--- src/design/srp_pkg.sv ---
// Package for the servo ramp PWM block: types, codes and constants.
`timescale 1ns / 1ps
package srp_pkg;

    // Default width of the period tick counter
    localparam int SRP_COUNT_WIDTH = 16;

    // Field widths
    localparam int PULSE_W   = 16;
    localparam int STEP_W    = 17;
    localparam int CNT8_W    = 8;
    localparam int CFG_IDX_W = 4;
    localparam int CFG_DAT_W = 16;

    // Register reset values
    localparam logic [15:0] PERIOD_TICKS_RST = 16'd20000;
    localparam logic [7:0]  RAMP_STEPS_RST   = 8'd10;
    localparam logic [7:0]  STEP_PERIODS_RST = 8'd3;
    localparam logic [7:0]  HOLD_PERIODS_RST = 8'd50;

    // Register indexes
    localparam logic [CFG_IDX_W-1:0] REG_PERIOD_TICKS = 4'd0;
    localparam logic [CFG_IDX_W-1:0] REG_RAMP_STEPS   = 4'd1;
    localparam logic [CFG_IDX_W-1:0] REG_STEP_PERIODS = 4'd2;
    localparam logic [CFG_IDX_W-1:0] REG_HOLD_PERIODS = 4'd3;

    // Divider: one quotient bit per cycle
    localparam int DIV_STEPS = 16;
    localparam int DIV_CNT_W = 5;

    // Output queue depth
    localparam int OBUF_DEPTH = 2;
    localparam int OBUF_CNT_W = 2;

    // Input word kinds
    typedef enum logic {
        FUNC_TICK  = 1'b0,
        FUNC_START = 1'b1
    } srp_func_t;

    // Controller states
    typedef enum logic [1:0] {
        ST_IDLE,
        ST_RAMP,
        ST_HOLD,
        ST_DIV
    } srp_state_t;

    // Commands from controller to datapath
    typedef struct packed {
        logic load;
        logic count_adv;
        logic step_adv;
        logic hold_enter;
        logic clear;
        logic busy;
        logic fin;
        logic show_level;
    } srp_cmd_t;

    // Status from datapath to controller
    typedef struct packed {
        logic period_end;
        logic step_end;
        logic ramp_last;
        logic hold_end;
        logic hold_zero;
        logic div_done;
    } srp_stat_t;

    // One result word
    typedef struct packed {
        logic               pwm_level;
        logic               busy_res;
        logic [PULSE_W-1:0] width_now;
        logic               finished;
    } srp_res_t;

endpackage

--- src/design/srp_if.sv ---
// Channel interfaces: input words, result words and register writes.
`timescale 1ns / 1ps
interface srp_in_if;
    logic        valid;
    logic        ready;
    logic        func;
    logic [15:0] from_width;
    logic [15:0] to_width;

    modport source (output valid, input ready, output func, output from_width,
                    output to_width);
    modport sink (input valid, output ready, input func, input from_width,
                  input to_width);
endinterface

interface srp_out_if;
    logic        valid;
    logic        ready;
    logic        pwm_level;
    logic        busy_res;
    logic [15:0] width_now;
    logic        finished;

    modport source (output valid, input ready, output pwm_level, output busy_res,
                    output width_now, output finished);
    modport sink (input valid, output ready, input pwm_level, input busy_res,
                  input width_now, input finished);
endinterface

interface srp_cfg_if;
    logic        valid;
    logic        ready;
    logic [3:0]  index;
    logic [15:0] data;

    modport source (output valid, input ready, output index, output data);
    modport sink (input valid, output ready, input index, input data);
endinterface

--- src/design/servo_ramp_pwm.sv ---
// Results: one result word per input word, written into the output queue on acceptance.
// Throughput: a tick word every cycle while the output queue has space; a start word
// taken while idle stalls input while the bit-serial divider forms the step size.
// Output: a two-entry queue keeps input moving while one word waits downstream.
// Reset: asynchronous, active low; registers return to defaults, phase to idle.
`timescale 1ns / 1ps
module servo_ramp_pwm
    import srp_pkg::*;
#(
    parameter int COUNT_WIDTH = SRP_COUNT_WIDTH
)
(
    input  logic      clk,
    input  logic      rst_n,
    srp_in_if.sink    in_ch,
    srp_out_if.source out_ch,
    srp_cfg_if.sink   cfg_ch
);

    srp_cmd_t  cmd;
    srp_stat_t stat;
    srp_res_t  res;
    logic      push;
    logic      space;
    logic      cfg_we;

    // Take register writes at any time
    assign cfg_ch.ready = 1'b1;
    assign cfg_we       = cfg_ch.valid && cfg_ch.ready;

    srp_ctrl u_ctrl (
        .clk      (clk),
        .rst_n    (rst_n),
        .in_valid (in_ch.valid),
        .func     (in_ch.func),
        .space    (space),
        .stat     (stat),
        .in_ready (in_ch.ready),
        .push     (push),
        .cmd      (cmd)
    );

    srp_dpath #(
        .COUNT_WIDTH (COUNT_WIDTH)
    ) u_dpath (
        .clk        (clk),
        .rst_n      (rst_n),
        .cfg_we     (cfg_we),
        .cfg_index  (cfg_ch.index),
        .cfg_data   (cfg_ch.data),
        .from_width (in_ch.from_width),
        .to_width   (in_ch.to_width),
        .cmd        (cmd),
        .stat       (stat),
        .res        (res)
    );

    srp_obuf u_obuf (
        .clk    (clk),
        .rst_n  (rst_n),
        .push   (push),
        .din    (res),
        .space  (space),
        .out_ch (out_ch)
    );

endmodule

--- src/design/srp_div.sv ---
// Iterative restoring divider: 16-bit magnitude by 8-bit divisor, one bit per cycle.
`timescale 1ns / 1ps
module srp_div
    import srp_pkg::*;
(
    input  logic        clk,
    input  logic        rst_n,
    input  logic        start,
    input  logic [15:0] mag,
    input  logic [7:0]  divisor,
    output logic        done,
    output logic [15:0] quot
);

    logic                 busy_reg, busy_next;
    logic                 done_reg, done_next;
    logic [DIV_CNT_W-1:0] cnt_reg, cnt_next;
    logic [15:0]          quo_reg, quo_next;
    logic [7:0]           rem_reg, rem_next;
    logic [7:0]           dvs_reg, dvs_next;
    logic [8:0]           shifted;
    logic                 fits;

    // Shift in one dividend bit and try a subtract
    always_comb
    begin
        shifted   = {rem_reg, quo_reg[15]};
        fits      = shifted >= {1'b0, dvs_reg};
        busy_next = busy_reg;
        done_next = 1'b0;
        cnt_next  = cnt_reg;
        quo_next  = quo_reg;
        rem_next  = rem_reg;
        dvs_next  = dvs_reg;
        if (start)
        begin
            busy_next = 1'b1;
            cnt_next  = DIV_CNT_W'(DIV_STEPS);
            quo_next  = mag;
            rem_next  = '0;
            dvs_next  = divisor;
        end
        else if (busy_reg)
        begin
            quo_next = {quo_reg[14:0], fits};
            rem_next = fits ? 8'(shifted - {1'b0, dvs_reg}) : shifted[7:0];
            cnt_next = cnt_reg - DIV_CNT_W'(1);
            if (cnt_reg == DIV_CNT_W'(1))
            begin
                busy_next = 1'b0;
                done_next = 1'b1;
            end
        end
    end

    // Hold control state
    always_ff @(posedge clk or negedge rst_n)
    begin
        if (!rst_n)
        begin
            busy_reg <= 1'b0;
            done_reg <= 1'b0;
            cnt_reg  <= '0;
        end
        else
        begin
            busy_reg <= busy_next;
            done_reg <= done_next;
            cnt_reg  <= cnt_next;
        end
    end

    // Hold working values
    always_ff @(posedge clk)
    begin
        quo_reg <= quo_next;
        rem_reg <= rem_next;
        dvs_reg <= dvs_next;
    end

    assign done = done_reg;
    assign quot = quo_reg;

endmodule

--- src/design/srp_dpath.sv ---
// Datapath: registers, period counter, ramp width arithmetic and result word.
`timescale 1ns / 1ps
module srp_dpath
    import srp_pkg::*;
#(
    parameter int COUNT_WIDTH = SRP_COUNT_WIDTH
)
(
    input  logic                 clk,
    input  logic                 rst_n,
    input  logic                 cfg_we,
    input  logic [CFG_IDX_W-1:0] cfg_index,
    input  logic [CFG_DAT_W-1:0] cfg_data,
    input  logic [PULSE_W-1:0]   from_width,
    input  logic [PULSE_W-1:0]   to_width,
    input  srp_cmd_t             cmd,
    output srp_stat_t            stat,
    output srp_res_t             res
);

    localparam int EXT_W = ((COUNT_WIDTH > PULSE_W) ? COUNT_WIDTH : PULSE_W) + 1;

    logic [15:0]             period_ticks_reg;
    logic [7:0]              ramp_steps_reg;
    logic [7:0]              step_periods_reg;
    logic [7:0]              hold_periods_reg;

    logic [COUNT_WIDTH-1:0]  period_count_reg, period_count_next;
    logic [PULSE_W-1:0]      pulse_now_reg, pulse_now_next;
    logic [PULSE_W-1:0]      pulse_goal_reg, pulse_goal_next;
    logic signed [STEP_W-1:0] step_size_reg, step_size_next;
    logic [CNT8_W-1:0]       steps_done_reg, steps_done_next;
    logic [CNT8_W-1:0]       periods_in_step_reg, periods_in_step_next;
    logic                    diff_neg_reg, diff_neg_next;

    logic [EXT_W-1:0]        pc_ext, per_ext;
    logic [15:0]             per_eff;
    logic [7:0]              sp_eff, dvs_eff;
    logic [STEP_W-1:0]       diff;
    logic [15:0]             diff_mag;
    logic signed [17:0]      adv_sum, goal_s, adv_clamp;
    logic                    step_pos, step_neg;
    logic                    level;
    logic                    div_done;
    logic [15:0]             div_quot;

    // Write configuration registers
    always_ff @(posedge clk or negedge rst_n)
    begin
        if (!rst_n)
        begin
            period_ticks_reg <= PERIOD_TICKS_RST;
            ramp_steps_reg   <= RAMP_STEPS_RST;
            step_periods_reg <= STEP_PERIODS_RST;
            hold_periods_reg <= HOLD_PERIODS_RST;
        end
        else if (cfg_we)
        begin
            unique case (cfg_index)
                REG_PERIOD_TICKS: period_ticks_reg <= cfg_data;
                REG_RAMP_STEPS:   ramp_steps_reg   <= cfg_data[7:0];
                REG_STEP_PERIODS: step_periods_reg <= cfg_data[7:0];
                REG_HOLD_PERIODS: hold_periods_reg <= cfg_data[7:0];
                default:          ;
            endcase
        end
    end

    // Treat zero period, step length and divisor as one
    assign per_eff = (period_ticks_reg == '0) ? 16'd1 : period_ticks_reg;
    assign sp_eff  = (step_periods_reg == '0) ? 8'd1 : step_periods_reg;
    assign dvs_eff = (ramp_steps_reg == '0) ? 8'd1 : ramp_steps_reg;

    // Take the magnitude of the width difference for the divider
    assign diff     = {1'b0, to_width} - {1'b0, from_width};
    assign diff_mag = diff[STEP_W-1] ? 16'(-diff) : diff[15:0];

    srp_div u_div (
        .clk     (clk),
        .rst_n   (rst_n),
        .start   (cmd.load),
        .mag     (diff_mag),
        .divisor (dvs_eff),
        .done    (div_done),
        .quot    (div_quot)
    );

    // Decode period, step and hold boundaries
    assign pc_ext  = EXT_W'(period_count_reg);
    assign per_ext = EXT_W'(per_eff);
    assign level   = pc_ext < EXT_W'(pulse_now_reg);

    always_comb
    begin
        stat.period_end = ((pc_ext + EXT_W'(1)) >= per_ext) || (period_count_reg == '1);
        stat.step_end   = ({1'b0, periods_in_step_reg} + 9'd1) >= {1'b0, sp_eff};
        stat.hold_end   = ({1'b0, periods_in_step_reg} + 9'd1) >= {1'b0, hold_periods_reg};
        stat.ramp_last  = steps_done_reg >= ramp_steps_reg;
        stat.hold_zero  = hold_periods_reg == '0;
        stat.div_done   = div_done;
    end

    // Move the width by one step and clamp at the goal and the field range
    always_comb
    begin
        step_pos  = !step_size_reg[STEP_W-1] && (step_size_reg != '0);
        step_neg  = step_size_reg[STEP_W-1];
        adv_sum   = $signed({2'b00, pulse_now_reg}) + 18'(step_size_reg);
        goal_s    = $signed({2'b00, pulse_goal_reg});
        adv_clamp = adv_sum;
        if (step_pos && (adv_sum > goal_s))
        begin
            adv_clamp = goal_s;
        end
        else if (step_neg && (adv_sum < goal_s))
        begin
            adv_clamp = goal_s;
        end
        if (adv_clamp < 18'sd0)
        begin
            adv_clamp = 18'sd0;
        end
        else if (adv_clamp > 18'sd65535)
        begin
            adv_clamp = 18'sd65535;
        end
    end

    // Update ramp state on commands
    always_comb
    begin
        period_count_next    = period_count_reg;
        pulse_now_next       = pulse_now_reg;
        pulse_goal_next      = pulse_goal_reg;
        step_size_next       = step_size_reg;
        steps_done_next      = steps_done_reg;
        periods_in_step_next = periods_in_step_reg;
        diff_neg_next        = diff_neg_reg;

        if (cmd.load)
        begin
            pulse_now_next  = from_width;
            pulse_goal_next = to_width;
            diff_neg_next   = diff[STEP_W-1];
        end
        else if (cmd.hold_enter)
        begin
            pulse_now_next = pulse_goal_reg;
        end
        else if (cmd.step_adv)
        begin
            pulse_now_next = adv_clamp[15:0];
        end

        if (div_done)
        begin
            step_size_next = diff_neg_reg ? -$signed({1'b0, div_quot})
                                          : $signed({1'b0, div_quot});
        end

        if (cmd.load || cmd.clear)
        begin
            period_count_next    = '0;
            steps_done_next      = '0;
            periods_in_step_next = '0;
        end
        else if (cmd.count_adv)
        begin
            if (stat.period_end)
            begin
                period_count_next = '0;
                if (cmd.step_adv)
                begin
                    periods_in_step_next = '0;
                    steps_done_next      = cmd.hold_enter ? '0
                                                          : steps_done_reg + CNT8_W'(1);
                end
                else
                begin
                    periods_in_step_next = periods_in_step_reg + CNT8_W'(1);
                end
            end
            else
            begin
                period_count_next = period_count_reg + COUNT_WIDTH'(1);
            end
        end
    end

    always_ff @(posedge clk or negedge rst_n)
    begin
        if (!rst_n)
        begin
            period_count_reg    <= '0;
            pulse_now_reg       <= '0;
            pulse_goal_reg      <= '0;
            step_size_reg       <= '0;
            steps_done_reg      <= '0;
            periods_in_step_reg <= '0;
            diff_neg_reg        <= 1'b0;
        end
        else
        begin
            period_count_reg    <= period_count_next;
            pulse_now_reg       <= pulse_now_next;
            pulse_goal_reg      <= pulse_goal_next;
            step_size_reg       <= step_size_next;
            steps_done_reg      <= steps_done_next;
            periods_in_step_reg <= periods_in_step_next;
            diff_neg_reg        <= diff_neg_next;
        end
    end

    // Form the result word for the accepted input word
    always_comb
    begin
        res.pwm_level = cmd.show_level & level;
        res.busy_res  = cmd.busy;
        res.finished  = cmd.fin;
        if (!cmd.busy)
        begin
            res.width_now = '0;
        end
        else if (cmd.load)
        begin
            res.width_now = from_width;
        end
        else
        begin
            res.width_now = pulse_now_reg;
        end
    end

endmodule

--- src/design/srp_ctrl.sv ---
// Controller: ramp phase state machine, input handshake and datapath commands.
`timescale 1ns / 1ps
module srp_ctrl
    import srp_pkg::*;
(
    input  logic      clk,
    input  logic      rst_n,
    input  logic      in_valid,
    input  logic      func,
    input  logic      space,
    input  srp_stat_t stat,
    output logic      in_ready,
    output logic      push,
    output srp_cmd_t  cmd
);

    srp_state_t state_reg, state_next;
    logic       accept;
    logic       is_tick;

    assign in_ready = (state_reg != ST_DIV) && space;
    assign accept   = in_valid && in_ready;
    assign push     = accept;
    assign is_tick  = func == FUNC_TICK;

    // Next phase
    always_comb
    begin
        state_next = state_reg;
        unique case (state_reg)
            ST_IDLE:
            begin
                if (accept && !is_tick)
                begin
                    state_next = ST_DIV;
                end
            end
            ST_DIV:
            begin
                if (stat.div_done)
                begin
                    state_next = ST_RAMP;
                end
            end
            ST_RAMP:
            begin
                if (accept && is_tick && stat.period_end && stat.step_end && stat.ramp_last)
                begin
                    state_next = stat.hold_zero ? ST_IDLE : ST_HOLD;
                end
            end
            ST_HOLD:
            begin
                if (accept && is_tick && stat.period_end && stat.hold_end)
                begin
                    state_next = ST_IDLE;
                end
            end
            default: state_next = ST_IDLE;
        endcase
    end

    // Commands for the accepted word
    always_comb
    begin
        cmd = '0;
        unique case (state_reg)
            ST_IDLE:
            begin
                if (accept && !is_tick)
                begin
                    cmd.load = 1'b1;
                    cmd.busy = 1'b1;
                end
            end
            ST_DIV: ;
            ST_RAMP:
            begin
                if (accept)
                begin
                    cmd.busy = 1'b1;
                    if (is_tick)
                    begin
                        cmd.count_adv  = 1'b1;
                        cmd.show_level = 1'b1;
                        if (stat.period_end && stat.step_end)
                        begin
                            cmd.step_adv = 1'b1;
                            if (stat.ramp_last)
                            begin
                                cmd.hold_enter = 1'b1;
                                if (stat.hold_zero)
                                begin
                                    cmd.fin   = 1'b1;
                                    cmd.clear = 1'b1;
                                end
                            end
                        end
                    end
                end
            end
            ST_HOLD:
            begin
                if (accept)
                begin
                    cmd.busy = 1'b1;
                    if (is_tick)
                    begin
                        cmd.count_adv  = 1'b1;
                        cmd.show_level = 1'b1;
                        if (stat.period_end && stat.hold_end)
                        begin
                            cmd.fin   = 1'b1;
                            cmd.clear = 1'b1;
                        end
                    end
                end
            end
            default: ;
        endcase
    end

    always_ff @(posedge clk or negedge rst_n)
    begin
        if (!rst_n)
        begin
            state_reg <= ST_IDLE;
        end
        else
        begin
            state_reg <= state_next;
        end
    end

endmodule

--- src/design/srp_obuf.sv ---
// Two-entry result queue between the block and the output channel.
`timescale 1ns / 1ps
module srp_obuf
    import srp_pkg::*;
(
    input  logic     clk,
    input  logic     rst_n,
    input  logic     push,
    input  srp_res_t din,
    output logic     space,
    srp_out_if.source out_ch
);

    srp_res_t              mem_reg [OBUF_DEPTH];
    logic                  wr_ptr_reg, wr_ptr_next;
    logic                  rd_ptr_reg, rd_ptr_next;
    logic [OBUF_CNT_W-1:0] cnt_reg, cnt_next;
    logic                  pop;
    srp_res_t              head;

    assign pop   = out_ch.valid && out_ch.ready;
    assign space = cnt_reg != OBUF_CNT_W'(OBUF_DEPTH);
    assign head  = mem_reg[rd_ptr_reg];

    assign out_ch.valid     = cnt_reg != '0;
    assign out_ch.pwm_level = head.pwm_level;
    assign out_ch.busy_res  = head.busy_res;
    assign out_ch.width_now = head.width_now;
    assign out_ch.finished  = head.finished;

    // Advance pointers and fill count
    always_comb
    begin
        wr_ptr_next = push ? !wr_ptr_reg : wr_ptr_reg;
        rd_ptr_next = pop ? !rd_ptr_reg : rd_ptr_reg;
        cnt_next    = cnt_reg + OBUF_CNT_W'(push) - OBUF_CNT_W'(pop);
    end

    always_ff @(posedge clk or negedge rst_n)
    begin
        if (!rst_n)
        begin
            wr_ptr_reg <= 1'b0;
            rd_ptr_reg <= 1'b0;
            cnt_reg    <= '0;
        end
        else
        begin
            wr_ptr_reg <= wr_ptr_next;
            rd_ptr_reg <= rd_ptr_next;
            cnt_reg    <= cnt_next;
        end
    end

    // Store the pushed word
    always_ff @(posedge clk)
    begin
        if (push)
        begin
            mem_reg[wr_ptr_reg] <= din;
        end
    end

endmodule

--- src/flat_wrapper.sv ---
// flat-port wrapper written by rule: the top's interface ports become plain ports
module servo_ramp_pwm_flat import srp_pkg::*;
#(
    parameter int COUNT_WIDTH = SRP_COUNT_WIDTH
)
  (clk, rst_n, in_ch_valid, in_ch_ready, in_ch_func, in_ch_from_width, in_ch_to_width, out_ch_valid, out_ch_ready, out_ch_pwm_level, out_ch_busy_res, out_ch_width_now, out_ch_finished, cfg_ch_valid, cfg_ch_ready, cfg_ch_index, cfg_ch_data);
  srp_in_if in_ch_i ();
  srp_out_if out_ch_i ();
  srp_cfg_if cfg_ch_i ();
  input  logic clk;
  input  logic rst_n;
  input wire logic [$bits(in_ch_i.valid)-1:0] in_ch_valid;
  output wire logic [$bits(in_ch_i.ready)-1:0] in_ch_ready;
  input wire logic [$bits(in_ch_i.func)-1:0] in_ch_func;
  input wire logic [$bits(in_ch_i.from_width)-1:0] in_ch_from_width;
  input wire logic [$bits(in_ch_i.to_width)-1:0] in_ch_to_width;
  output wire logic [$bits(out_ch_i.valid)-1:0] out_ch_valid;
  input wire logic [$bits(out_ch_i.ready)-1:0] out_ch_ready;
  output wire logic [$bits(out_ch_i.pwm_level)-1:0] out_ch_pwm_level;
  output wire logic [$bits(out_ch_i.busy_res)-1:0] out_ch_busy_res;
  output wire logic [$bits(out_ch_i.width_now)-1:0] out_ch_width_now;
  output wire logic [$bits(out_ch_i.finished)-1:0] out_ch_finished;
  input wire logic [$bits(cfg_ch_i.valid)-1:0] cfg_ch_valid;
  output wire logic [$bits(cfg_ch_i.ready)-1:0] cfg_ch_ready;
  input wire logic [$bits(cfg_ch_i.index)-1:0] cfg_ch_index;
  input wire logic [$bits(cfg_ch_i.data)-1:0] cfg_ch_data;
  assign in_ch_i.valid = in_ch_valid;
  assign in_ch_ready = in_ch_i.ready;
  assign in_ch_i.func = in_ch_func;
  assign in_ch_i.from_width = in_ch_from_width;
  assign in_ch_i.to_width = in_ch_to_width;
  assign out_ch_valid = out_ch_i.valid;
  assign out_ch_i.ready = out_ch_ready;
  assign out_ch_pwm_level = out_ch_i.pwm_level;
  assign out_ch_busy_res = out_ch_i.busy_res;
  assign out_ch_width_now = out_ch_i.width_now;
  assign out_ch_finished = out_ch_i.finished;
  assign cfg_ch_i.valid = cfg_ch_valid;
  assign cfg_ch_ready = cfg_ch_i.ready;
  assign cfg_ch_i.index = cfg_ch_index;
  assign cfg_ch_i.data = cfg_ch_data;
  servo_ramp_pwm #(.COUNT_WIDTH(COUNT_WIDTH)) u_core (.clk(clk), .rst_n(rst_n), .in_ch(in_ch_i), .out_ch(out_ch_i), .cfg_ch(cfg_ch_i));
endmodule
--- config.mk ---
export PLATFORM = sky130hd
export DESIGN_NAME = servo_ramp_pwm_flat
export DESIGN_NICKNAME = d
export VERILOG_FILES = /design/src/design/srp_pkg.sv /design/src/design/srp_if.sv /design/src/design/servo_ramp_pwm.sv /design/src/design/srp_div.sv /design/src/design/srp_dpath.sv /design/src/design/srp_ctrl.sv /design/src/design/srp_obuf.sv /design/src/flat_wrapper.sv
export SDC_FILE = /design/constraint.sdc
export NUM_CORES = 1
export LEC_CHECK = 0
export ABC_AREA = 1
export BUFFER_PORTS_ARGS = -buffer_cell sky130_fd_sc_hd__buf_2
export CORE_ASPECT_RATIO = 0.6
export CORE_MARGIN = 5
export CORE_UTILIZATION = 45
export CTS_CLUSTER_SIZE = 24
export DETAILED_ROUTE_END_ITERATION = 16
export HOLD_SLACK_MARGIN = 0.05
export PLACE_DENSITY_LB_ADDON = 0.08
export REMOVE_ABC_BUFFERS = 1
export SYNTH_ARGS = -nofsm -noshare
export SYNTH_HDL_FRONTEND = slang
export SYNTH_HIERARCHICAL = 1
export SYNTH_SLANG_ARGS = --single-unit
--- constraint.sdc ---
create_clock -name clk -period 10.1 [get_ports clk]
set_input_delay 0.505 -clock clk [delete_from_list [all_inputs] [get_ports clk]]
set_output_delay 0.505 -clock clk [all_outputs]
set_load 0.005 [all_outputs]
After elaboration in Yosys (flattened, before gate mapping)

Memory sizes are Yosys's and may differ from the RTL's.
Index checks and enable logic that the tools add are counted.

Flip-flop bits (word level): 167
Bits in writable memories: 38
Input bits: 58
Output and inout bits: 22
Logic and storage cells: 165
Memories kept: 1

Memory list:

| name                  | words | bits a word | rd ports | clocked after Yosys merged registers in | write ports | line           | text |
|---|---|---|---|---|---|---|---|
| u_core.u_obuf.mem_reg | 2     | 19          | 1        | 0                                       | 1           | srp_obuf.sv:14 | `srp_res_t mem_reg [OBUF_DEPTH];` |

$add $sub $neg: 13
$lt $le $gt $ge: 10
Eq/ne operators: 14
Mux-type cells: 65
Bitwise logic cells: 2
Reduce and logical (&&, ||, !) cells: 39

Operator list:

| kind                                                            | count |
|---|---|
| 2-to-1 mux 16 bit                                               | 14 |
| 2-to-1 mux 8 bit                                                | 11 |
| 2-to-1 mux 18 bit                                               | 2 |
| greater-or-equal comparator 9 x 8 -> 1 bit                      | 3 |
| logical NOT 8 bit                                               | 3 |
| adder 17 x 17 -> 18 bit                                         | 1 |
| greater-than comparator 18 x 17 -> 1 bit                        | 1 |
| greater-than comparator 18 x 17 -> 1 bit, second input constant | 1 |
| < comparator 18 x 1 -> 1 bit, second input constant             | 1 |
| < comparator 18 x 17 -> 1 bit                                   | 1 |
| 2-to-1 mux 2 bit                                                | 9 |
| adder 16 x 1 -> 17 bit, second input constant                   | 1 |
| greater-or-equal comparator 17 x 16 -> 1 bit                    | 1 |
| 2-to-1 mux 1 bit                                                | 17 |
| 2-to-1 mux 17 bit                                               | 1 |
| negator 16 -> 17 bit                                            | 1 |
| nonzero test 17 bit                                             | 1 |
| subtractor 16 x 16 -> 17 bit                                    | 1 |
| adder 16 x 1 -> 16 bit, second input constant                   | 1 |
| adder 8 x 1 -> 8 bit, second input constant                     | 2 |
| equality test 16 bit, second input constant                     | 1 |
| logical NOT 16 bit                                              | 1 |
| < comparator 16 bit                                             | 1 |
| negator 16 bit                                                  | 1 |
| other kinds (32)                                                | 66 |

Longest topological paths before layout

Gate-level depths: netlist (run 1).

Word-level depth: 14
Gate-level depth with buffers: 31

Modules after synthesis

Netlist (run 1), hierarchy kept.

By module, submodules not included:

| module         | instances | cells each | area each (sq um) |
|---|---|---|---|
| srp_dpath      | 1         | 1482       | 10605.2 |
| srp_div        | 1         | 242        | 2062.0 |
| srp_obuf       | 1         | 129        | 1617.8 |
| srp_ctrl       | 1         | 49         | 336.6 |
| servo_ramp_pwm | 1         | 2          | 11.3 |

Worst setup path before layout (run 1)

Ideal clock, no wire load.

Path type: register to register
Start: register u_core.u_dpath.period_count_reg[2]
End: register u_core.u_dpath.period_count_reg[10]
Data arrival time: 4.067 ns
Data required time: 10.017 ns
Setup slack: 5.950 ns
Stages on the path, launching flop included: 29
Path buffers: 3
Period minus slack after synthesis: 4.150 ns
Path through: dfrtp_1 -> inv_2 -> nor3_4 -> nand4_4 -> nor2_4 -> nand4_2 -> or2_4 -> nor2_4 -> xor2_2 -> ha_1 -> nand4_1 -> nor4_1 -> nand2_1 -> nand3_1 -> nand3_1 -> nor2_1 -> nand2_2 -> nor2_4 -> nand2_1 -> a21oi_2 -> buf_4 -> nor2_4 -> inv_1 -> nor2_1 -> inv_1 -> buf_1 -> clkbuf_1 -> nand3_1 -> o21ai_0

RTL lines:

| element                | line             | text |
|---|---|---|
| from (decl)            | srp_dpath.sv:28  | `logic [COUNT_WIDTH-1:0] period_count_reg, period_count_next;` |
| from (signal assigned) | srp_dpath.sv:204 | `period_count_reg <= period_count_next;` |

==> results of run 1 <==
layer usage:
layer  routed length (um)  up-vias  part of all wire
met4                  526        0             0.012
met1                22500     5916              0.52
li1                     -     6307                 -
met5                    0        -                 0
met2                16200      419              0.38
met3                 3860       39             0.090
repair_timing:
item	in CTS	in global routing
hold buffers	1	0
endpoints found under the hold margin	57	0
resized for setup	0	0
how the worst min path moves through the flow:
| stage | end | slack, ns | start | cells past startpoint |
|---|---|---|---|---|
| after CTS | u_core/u_dpath/period_ticks_reg[14]$_DFFE_PN1P_ | 0.19 | cfg_ch_data[14] | 3 |
| after global routing | u_core/u_dpath/period_ticks_reg[14]$_DFFE_PN1P_ | 0.21 | cfg_ch_data[14] | 3 |
| after detailed placement | u_core/u_dpath/u_div/rem_reg[4]$_SDFFE_PP0P_ | 0.47 | u_core/u_dpath/u_div/rem_reg[4]$_SDFFE_PP0P_ | 2 |
| after global placement | u_core/u_obuf/rd_ptr_reg$_DFFE_PN0P_ | 0.46 | u_core/u_obuf/rd_ptr_reg$_DFFE_PN0P_ | 2 |
| final | u_core/u_dpath/period_ticks_reg[9]$_DFFE_PN1P_ | 0.21 | cfg_ch_data[9] | 3 |
| after floorplan | u_core/u_ctrl/state_reg[0]$_DFFE_PN0P_ | 0.21 | rst_n | 0 |
cell type report:
class	count	area, um^2
timing repair buffer	84	444
tap	424	531
antenna	1	2.50
fill	3205	16200
clock buffer	27	611
multi-input combinational	1386	7940
clock inverter	14	83.8
sequential	205	5420
inverter	258	970
per-stage QoR:
step | util | setup WS, ns | instance area, um^2 | cells
finish | 0.496 | 4.82 | 16000 | 2399
global route | 0.496 | 4.21 | 16000 | 2399
CTS | 0.496 | 4.85 | 16000 | 2398
detailed placement | 0.475 | 4.87 | 15300 | 2356
global placement | 0.475 | 5.06 | 15300 | 2356
floorplan | - | 5.37 | 14300 | 1849
power by group:
part | total (mW) | internal [mW] | leakage [nW] | switching [mW]
combinational | 3.01 | 1.06 | 5.52 | 1.95
clock | 0.796 | 0.435 | 0.346 | 0.361
sequential | 1.50 | 1.20 | 2.34 | 0.298
total | 5.30 | 2.69 | 8.20 | 2.60
placed cells by master, fill, tap and decap left out, types with 5 or more instances in the layout:
cell type	netlist	routed
a21o_1	5	5
a21oi_1	88	88
a21oi_2	15	15
buf_2	5	77
buf_4	10	5
clkbuf_16	0	23
clkinv_2	1	8
dfrtp_1	123	123
dfstp_2	12	12
dfxtp_1	8	8
edfxtp_1	62	62
ha_1	125	125
inv_1	253	253
nand2_1	537	537
nand2_2	11	11
nand2_4	5	5
nand3_1	103	103
nand3_2	14	14
nand3b_1	12	12
nand4_1	31	31
nor2_1	142	140
nor2_2	6	7
nor2_4	7	8
nor3_1	17	17
nor4_1	12	12
o211ai_1	5	5
o21a_1	8	8
o21ai_0	100	100
o21ai_1	22	22
xnor2_1	15	15
xor2_1	53	53
logic make-up (layout without fill, tap and decap cells):
family | Yosys count | after routing | synth area share
AOI/OAI and AO/OA | 265 | 265 | 0.102
xor gates and xnor gates | 73 | 73 | 0.0463
adders and majority gates | 128 | 128 | 0.111
buffers and inverters | 313 | 383 | 0.0878
DFF | 205 | 205 | 0.370
other | 1 | 2 | 0.000256
and+or+nand+nor | 919 | 919 | 0.282
worst register-to-register path, stage by stage (launching register included):
cell and delay (ns):
dfrtp_1 0.38, ha_1 0.21, nand3_2 0.15, nor3_4 0.22, inv_1 0.10, nor2_1 0.15, nand2_1 0.09, xor2_1 0.17
ha_1 0.35, a21oi_1 0.19, o211ai_1 0.10, o21bai_2 0.21, nor2_4 0.15, nand3_1 0.15, nand3_1 0.10, nor2_1 0.05
nand2_2 0.09, nor2_4 0.07, nor2_2 0.70, nand2_1 0.64, inv_1 0.61, nor2_1 0.15, a21oi_2 0.16
==> qor.yml, run 1 <==
r2r_cells: 22
postSynthCellCount: 1904
criticalPathCategory: "reg2reg"
max_freq_ghz: 0.190
power_mw: 5.30
grt_pass1_vias: 11700
fin_skew_ns: 0.0174
path_buf_inv: 2
crit_fanout: 17
dr.pass1.iters: 5
coreArea_mm2: 0.0322
hold_violations: 0
synthFlopType: "dfrtp_1"
critical_path.top_delay_family: "simple AND/OR/NAND/NOR gates"
die_h_um: 150
synth_warnings: 6
finalSetupViolCount: 0
finalCritPeriodShare: 0.522
ys_ff_latch: 205
grt_use_met2: 0.312
fp.dieW_um: 243
p_per_area_mw_per_mm2: 331
grt_most_used_layer: "met1"
max_stage_delay_ns: 0.70
vias: 12700
slew_viol_final: 0
via_per_inst: 5.29
drt_iter0_markers: 1148
cap_violations: 0
gp_congestion: 0.938
grt_util_met3: 0.0528
setup_total_negative_slack_ns: 0
synth.distinct_cells: 61
worst_hold_slack_ns: 0.212
io_pins: 80
r2r_start: "u_core/u_dpath/period_count_reg[1]$_DFFE_PN0P_"
syn_area_per_cell_um2: 7.69
crit_path_frequent_cell: "nor2_1"
grt_use_met1: 0.393
crit_arrival_ns: 5.73
post_cts_buffers: 0
clkTransAtPathRegs_ns: 0.06
grt_pass1_wl_mm: 67.6
netlist_top_cells_area: "dfrtp_1 (21%), nand2_1 (14%), edfxtp_1 (13%)"
synth_most_common_cell: "nand2_1"
syn_area_mm2: 0.0146
max-slew-margin-rel: 0.253
worst_pin_slew_ns: 1.12
cts_sinks: 205
grt-ovfl-total: 0
fin_nets: 2144
hold_class: "in2reg"
htreeDepth: 1
crit_path_end: "u_core/u_dpath/pulse_now_reg[10]$_DFFE_PN0P_"
clockBufferDepth: 3
grt_util_all_layers: 0.236
synth-edff-count: 62
dieArea_mm2: 0.0363
numCtsBuffers: 23
grt_max_degree: 72
drt_wl_total_mm: 43.1
worst_skew_pair.late_latency_ns: 0.53
port_buffers: 78
clockRootBuffer: "clkbuf_16"
endpoint_kind: "flip-flop"
layout-drive-gt1-share: 0.110
crit_slowest_cell: "nor2_2"
status: "finished, final reports clean"
drtAntennaViolNets: 0
required_ns: 10.56
cp.depth: 22
synthTopCellsByCount: "nand2_1 (537), inv_1 (253), nor2_1 (142)"
start_kind: "flip-flop"
reg2reg_to: "u_core/u_dpath/pulse_now_reg[10]$_DFFE_PN0P_"
largest_register_ffs: 38
yosysTopAreaCell: "dfrtp_1"
crit_start: "u_core/u_dpath/period_count_reg[1]$_DFFE_PN0P_"
start_util: 0.454
synthArstFlopShare: 0.659
syn2layout_area_growth_pct: 9.34
leakagePower_nw: 8.20
synth.top_cell.area_share: 0.210
routedWlPerCell_um: 18.0
grt_antenna_before_repair: 1
drc_errors: 0
cp_cell_sequence: "ha_1 > nand3_2 > nor3_4 > inv_1 > nor2_1 > nand2_1 > xor2_1 > ha_1 > a21oi_1 > o211ai_1 > o21bai_2 > nor2_4 > nand3_1 > nand3_1 > nor2_1 > nand2_2 > nor2_4 > nor2_2 > nand2_1 > inv_1 > nor2_1 > a21oi_2"
cts_tree: "done"
yosysSeqAreaShare: 0.370
max-vdd-ir-drop_mv: 0.209
r2r_setup_slack_ns: 4.82
rsz0062_at_grt: "false"
rows: 51
final.min_clock_period_ns: 5.28
hpwl_mm: 33.8
Note: power is estimated with default switching activity, not from simulation.
==> run 2, diff against run 1 <==
ABC_AREA = 0   (was 1)
clock period = 4.31 ns   (was 10.1 ns; I/O delays follow)
==> run 2 against run 1 <==
  * The run now ends with negative setup slack left
  * Non-clock buffer count is 159 higher
  * Sequential share of layout area is 2.8 points lower
  * Combinational power is 72% lower
  * Count of clock-buffer cells in the layout is 3 higher
  * Via count is 8.5% lower
  * Register-to-register slack worse by 4.9 ns
  * Wire length is 5.2% lower
==> qor.yml, run 2 <==
grt_max_degree: 118
clockRootBuffer: "clkbuf_16"
status: "complete, but fails checks"
dr.pass1.iters: 7
port_buffers: 78
grt_util_all_layers: 0.225
worst_pin_slew_ns: 1.09
cts_tree: "done"
dieArea_mm2: 0.0352
r2r_setup_slack_ns: -0.06
io_pins: 80
hold_violations: 0
numCtsBuffers: 22
yosysSeqAreaShare: 0.383
crit_slowest_cell: "dfrtp_1"
fin_area_mm2: 0.0174
clockPowerShare: 0.396
drtAntennaViolNets: 0
worst_hold_slack_ns: 0.191
rsz0062_at_grt: "true"
max-vdd-ir-drop_mv: 0.291
start_util: 0.454
drt_iter0_markers: 1022
routedWlPerCell_um: 19.3
syn_area_per_cell_um2: 9.59
netlist_top_cells_area: "dfrtp_1 (22%), edfxtp_1 (13%), ha_1 (11%)"
synth_most_common_cell: "inv_1"
p_per_area_mw_per_mm2: 291
crit_fanout: 8
synthFlopType: "dfrtp_1"
synth.distinct_cells: 91
cap_violations: 0
synthTopCellsByCount: "inv_1 (136), o21ai_0 (129), ha_1 (125)"
drt_wl_total_mm: 40.9
coreArea_mm2: 0.0311
synthArstFlopShare: 0.659
final.min_clock_period_ns: 4.37
swShare: 0.270
syn_area_mm2: 0.0141
synth.top_cell.area_share: 0.218
clockBufferDepth: 3
endpoint_kind: "flip-flop"
worst_skew_pair.late_latency_ns: 0.52
syn2layout_area_growth_pct: 23.5
finalSetupViolCount: 16
grt_pass1_wl_mm: 62.9
leakagePower_nw: 7.89
fill_cells: 2735
post-place-ws_ns: -0.312
intPower_mw: 3.70
cp_cell_sequence: "ha_4 > inv_2 > fa_2 > nor2b_2 > o31a_1 > buf_4 > o211ai_2 > o21ai_2 > a21oi_2 > xnor2_2 > ha_4 > nand4_1 > nor2_2 > buf_4 > and4_2 > o21ai_4 > a211oi_4 > buf_6 > buf_12 > mux2i_2 > o21ai_1"
max_freq_ghz: 0.229
start_kind: "flip-flop"
fin_skew_ns: 0.0134
required_ns: 4.72
grt_antenna_before_repair: 1
die_h_um: 147
largest_register_ffs: 38
ys_ff_latch: 205
slew_viol_final: 0
final_cell_mix: "inv_1 (135), dfrtp_1 (122), ha_1 (119), o21ai_0 (116), nand2_1 (111)"
synth_warnings: 6
layout-drive-gt1-share: 0.251
setup_total_negative_slack_ns: -0.340
fin_nets: 1867
max_stage_delay_ns: 0.41
clkTransAtPathRegs_ns: 0.06
fp.dieW_um: 239
cts_sinks: 205
via_per_inst: 5.49
grt-ovfl-total: 0
combPwrFrac: 0.169
yosysTopAreaCell: "dfrtp_1"
synth-edff-count: 62
place_area_mm2: 0.0155
gp_congestion: 0.868
crit_arrival_ns: 4.78
max-slew-margin-rel: 0.272
finalCritPeriodShare: 1.01
finalWorstSetupSlack_ns: -0.0582
hpwl_mm: 30.0
sequentialPowerShare: 0.435
violations: "negative setup slack"
n_antenna_cell: 0
grt_pass1_vias: 10900
hold_class: "in2async"
criticalPathCategory: "reg2reg"
power_mw: 5.07
postSynthCellCount: 1474
rows: 50
switchingPower_mw: 1.37
htreeDepth: 1
vias: 11600
drc_errors: 0
mostFrequentLayoutCell: "inv_1"
[run 2: changes by cell type after synthesis, sizes merged, moves of 20 or more]
cell / change
a21o: +20
a21oi: -20
inv: -121
mux2: +63
mux2i: +28
nand2: -440
nand3: -87
nand4: -20
nor2: -49
nor2b: +34
o31ai: +25
xnor2: +28
[run 2: worst max-delay path: cells and delay by family, from the launching register on]
family | cells | cell delay (ns)
multiplexers | 1 | 0.22
buffers and inverters | 5 | 0.67
AND/OR/NAND/NOR | 4 | 0.66
flip-flops | 1 | 0.41
XOR/XNOR | 1 | 0.18
AO/OA/AOI/OAI | 7 | 1.23
adder cells (fa/ha/maj) | 3 | 0.87
[run 2: worst paths after layout]
check,from,end,depth (start not counted)
setup / recovery,u_core/u_dpath/step_size_reg[0]$_DFFE_PN0P_,u_core/u_dpath/pulse_now_reg[1]$_DFFE_PN0P_,21
hold / removal,rst_n,u_core/u_dpath/period_ticks_reg[8]$_DFFE_PN0P_,2
setup reg to reg,u_core/u_dpath/step_size_reg[0]$_DFFE_PN0P_,u_core/u_dpath/pulse_now_reg[1]$_DFFE_PN0P_,21
hold reg to reg,u_core/u_dpath/u_div/rem_reg[6]$_SDFFE_PP0P_,u_core/u_dpath/u_div/rem_reg[6]$_SDFFE_PP0P_,2
max in group asynchronous,rst_n,u_core/u_dpath/period_count_reg[8]$_DFFE_PN0P_,3
min in group clk,cfg_ch_index[0],u_core/u_dpath/step_periods_reg[1]$_DFFE_PN1P_,5
[run 2: cell type report]
cell class	count	area, um^2	area share
Multi-Input combinational cell	1073	8370	0.480
Clock buffer	30	672	0.0385
Sequential cell	205	5420	0.310
Clock inverter	10	95.1	0.00545
Tap cell	416	520	0.0298
Inverter	136	510	0.0293
Timing Repair Buffer	243	1860	0.107
[run 2: per-layer routing]
layer	wire length (um)	vias up	track usage
met5	0	-	0
met4	606	0	0.0333
met3	2720	40	0.0448
met2	15300	322	0.288
met1	22300	5612	0.385
li1	-	5626	-
[run 2: kinds of logic after synthesis]
kind of cell,Yosys count,synth area share
AND/OR/NAND/NOR,417,0.151
AO/OA/AOI/OAI,353,0.166
flip-flops,205,0.383
buffers and inverters,196,0.0567
adder cells (fa/ha/maj),128,0.115
multiplexers,91,0.0753
XOR/XNOR,83,0.0524
other,1,0.000265
[run 2: per-stage QoR]
| step | utilization | cells |
|---|---|---|
| 3_5_place_dp | 0.499 | 1999 |
| 2_1_floorplan | - | 1414 |
| 5_1_grt | 0.561 | 2113 |
| 6_report | 0.561 | 2113 |
| 3_3_place_gp | 0.499 | 1999 |
| 4_1_cts | 0.544 | 2096 |
[run 2: power groups by stage]
stage	sequential [mW]	combinational, mW	clock [mW]
floorplan	2.24	0.499	0
global placement	2.24	0.791	0
detailed placement	2.24	0.806	0
CTS	2.20	0.848	2.06
global route	2.21	0.949	2.14
finish	2.21	0.857	2.01
[run 2: what timing repair did]
| action | CTS | global route |
|---|---|---|
| gates cloned | 2 | 1 |
| hold endpoints to repair | 115 | 0 |
| hold buffers | 50 | 0 |
| endpoints found under the setup margin | 23 | 48 |
| setup buffers | 5 | 17 |
| pin swaps | 10 | 39 |
| gates resized for setup | 20 | 83 |
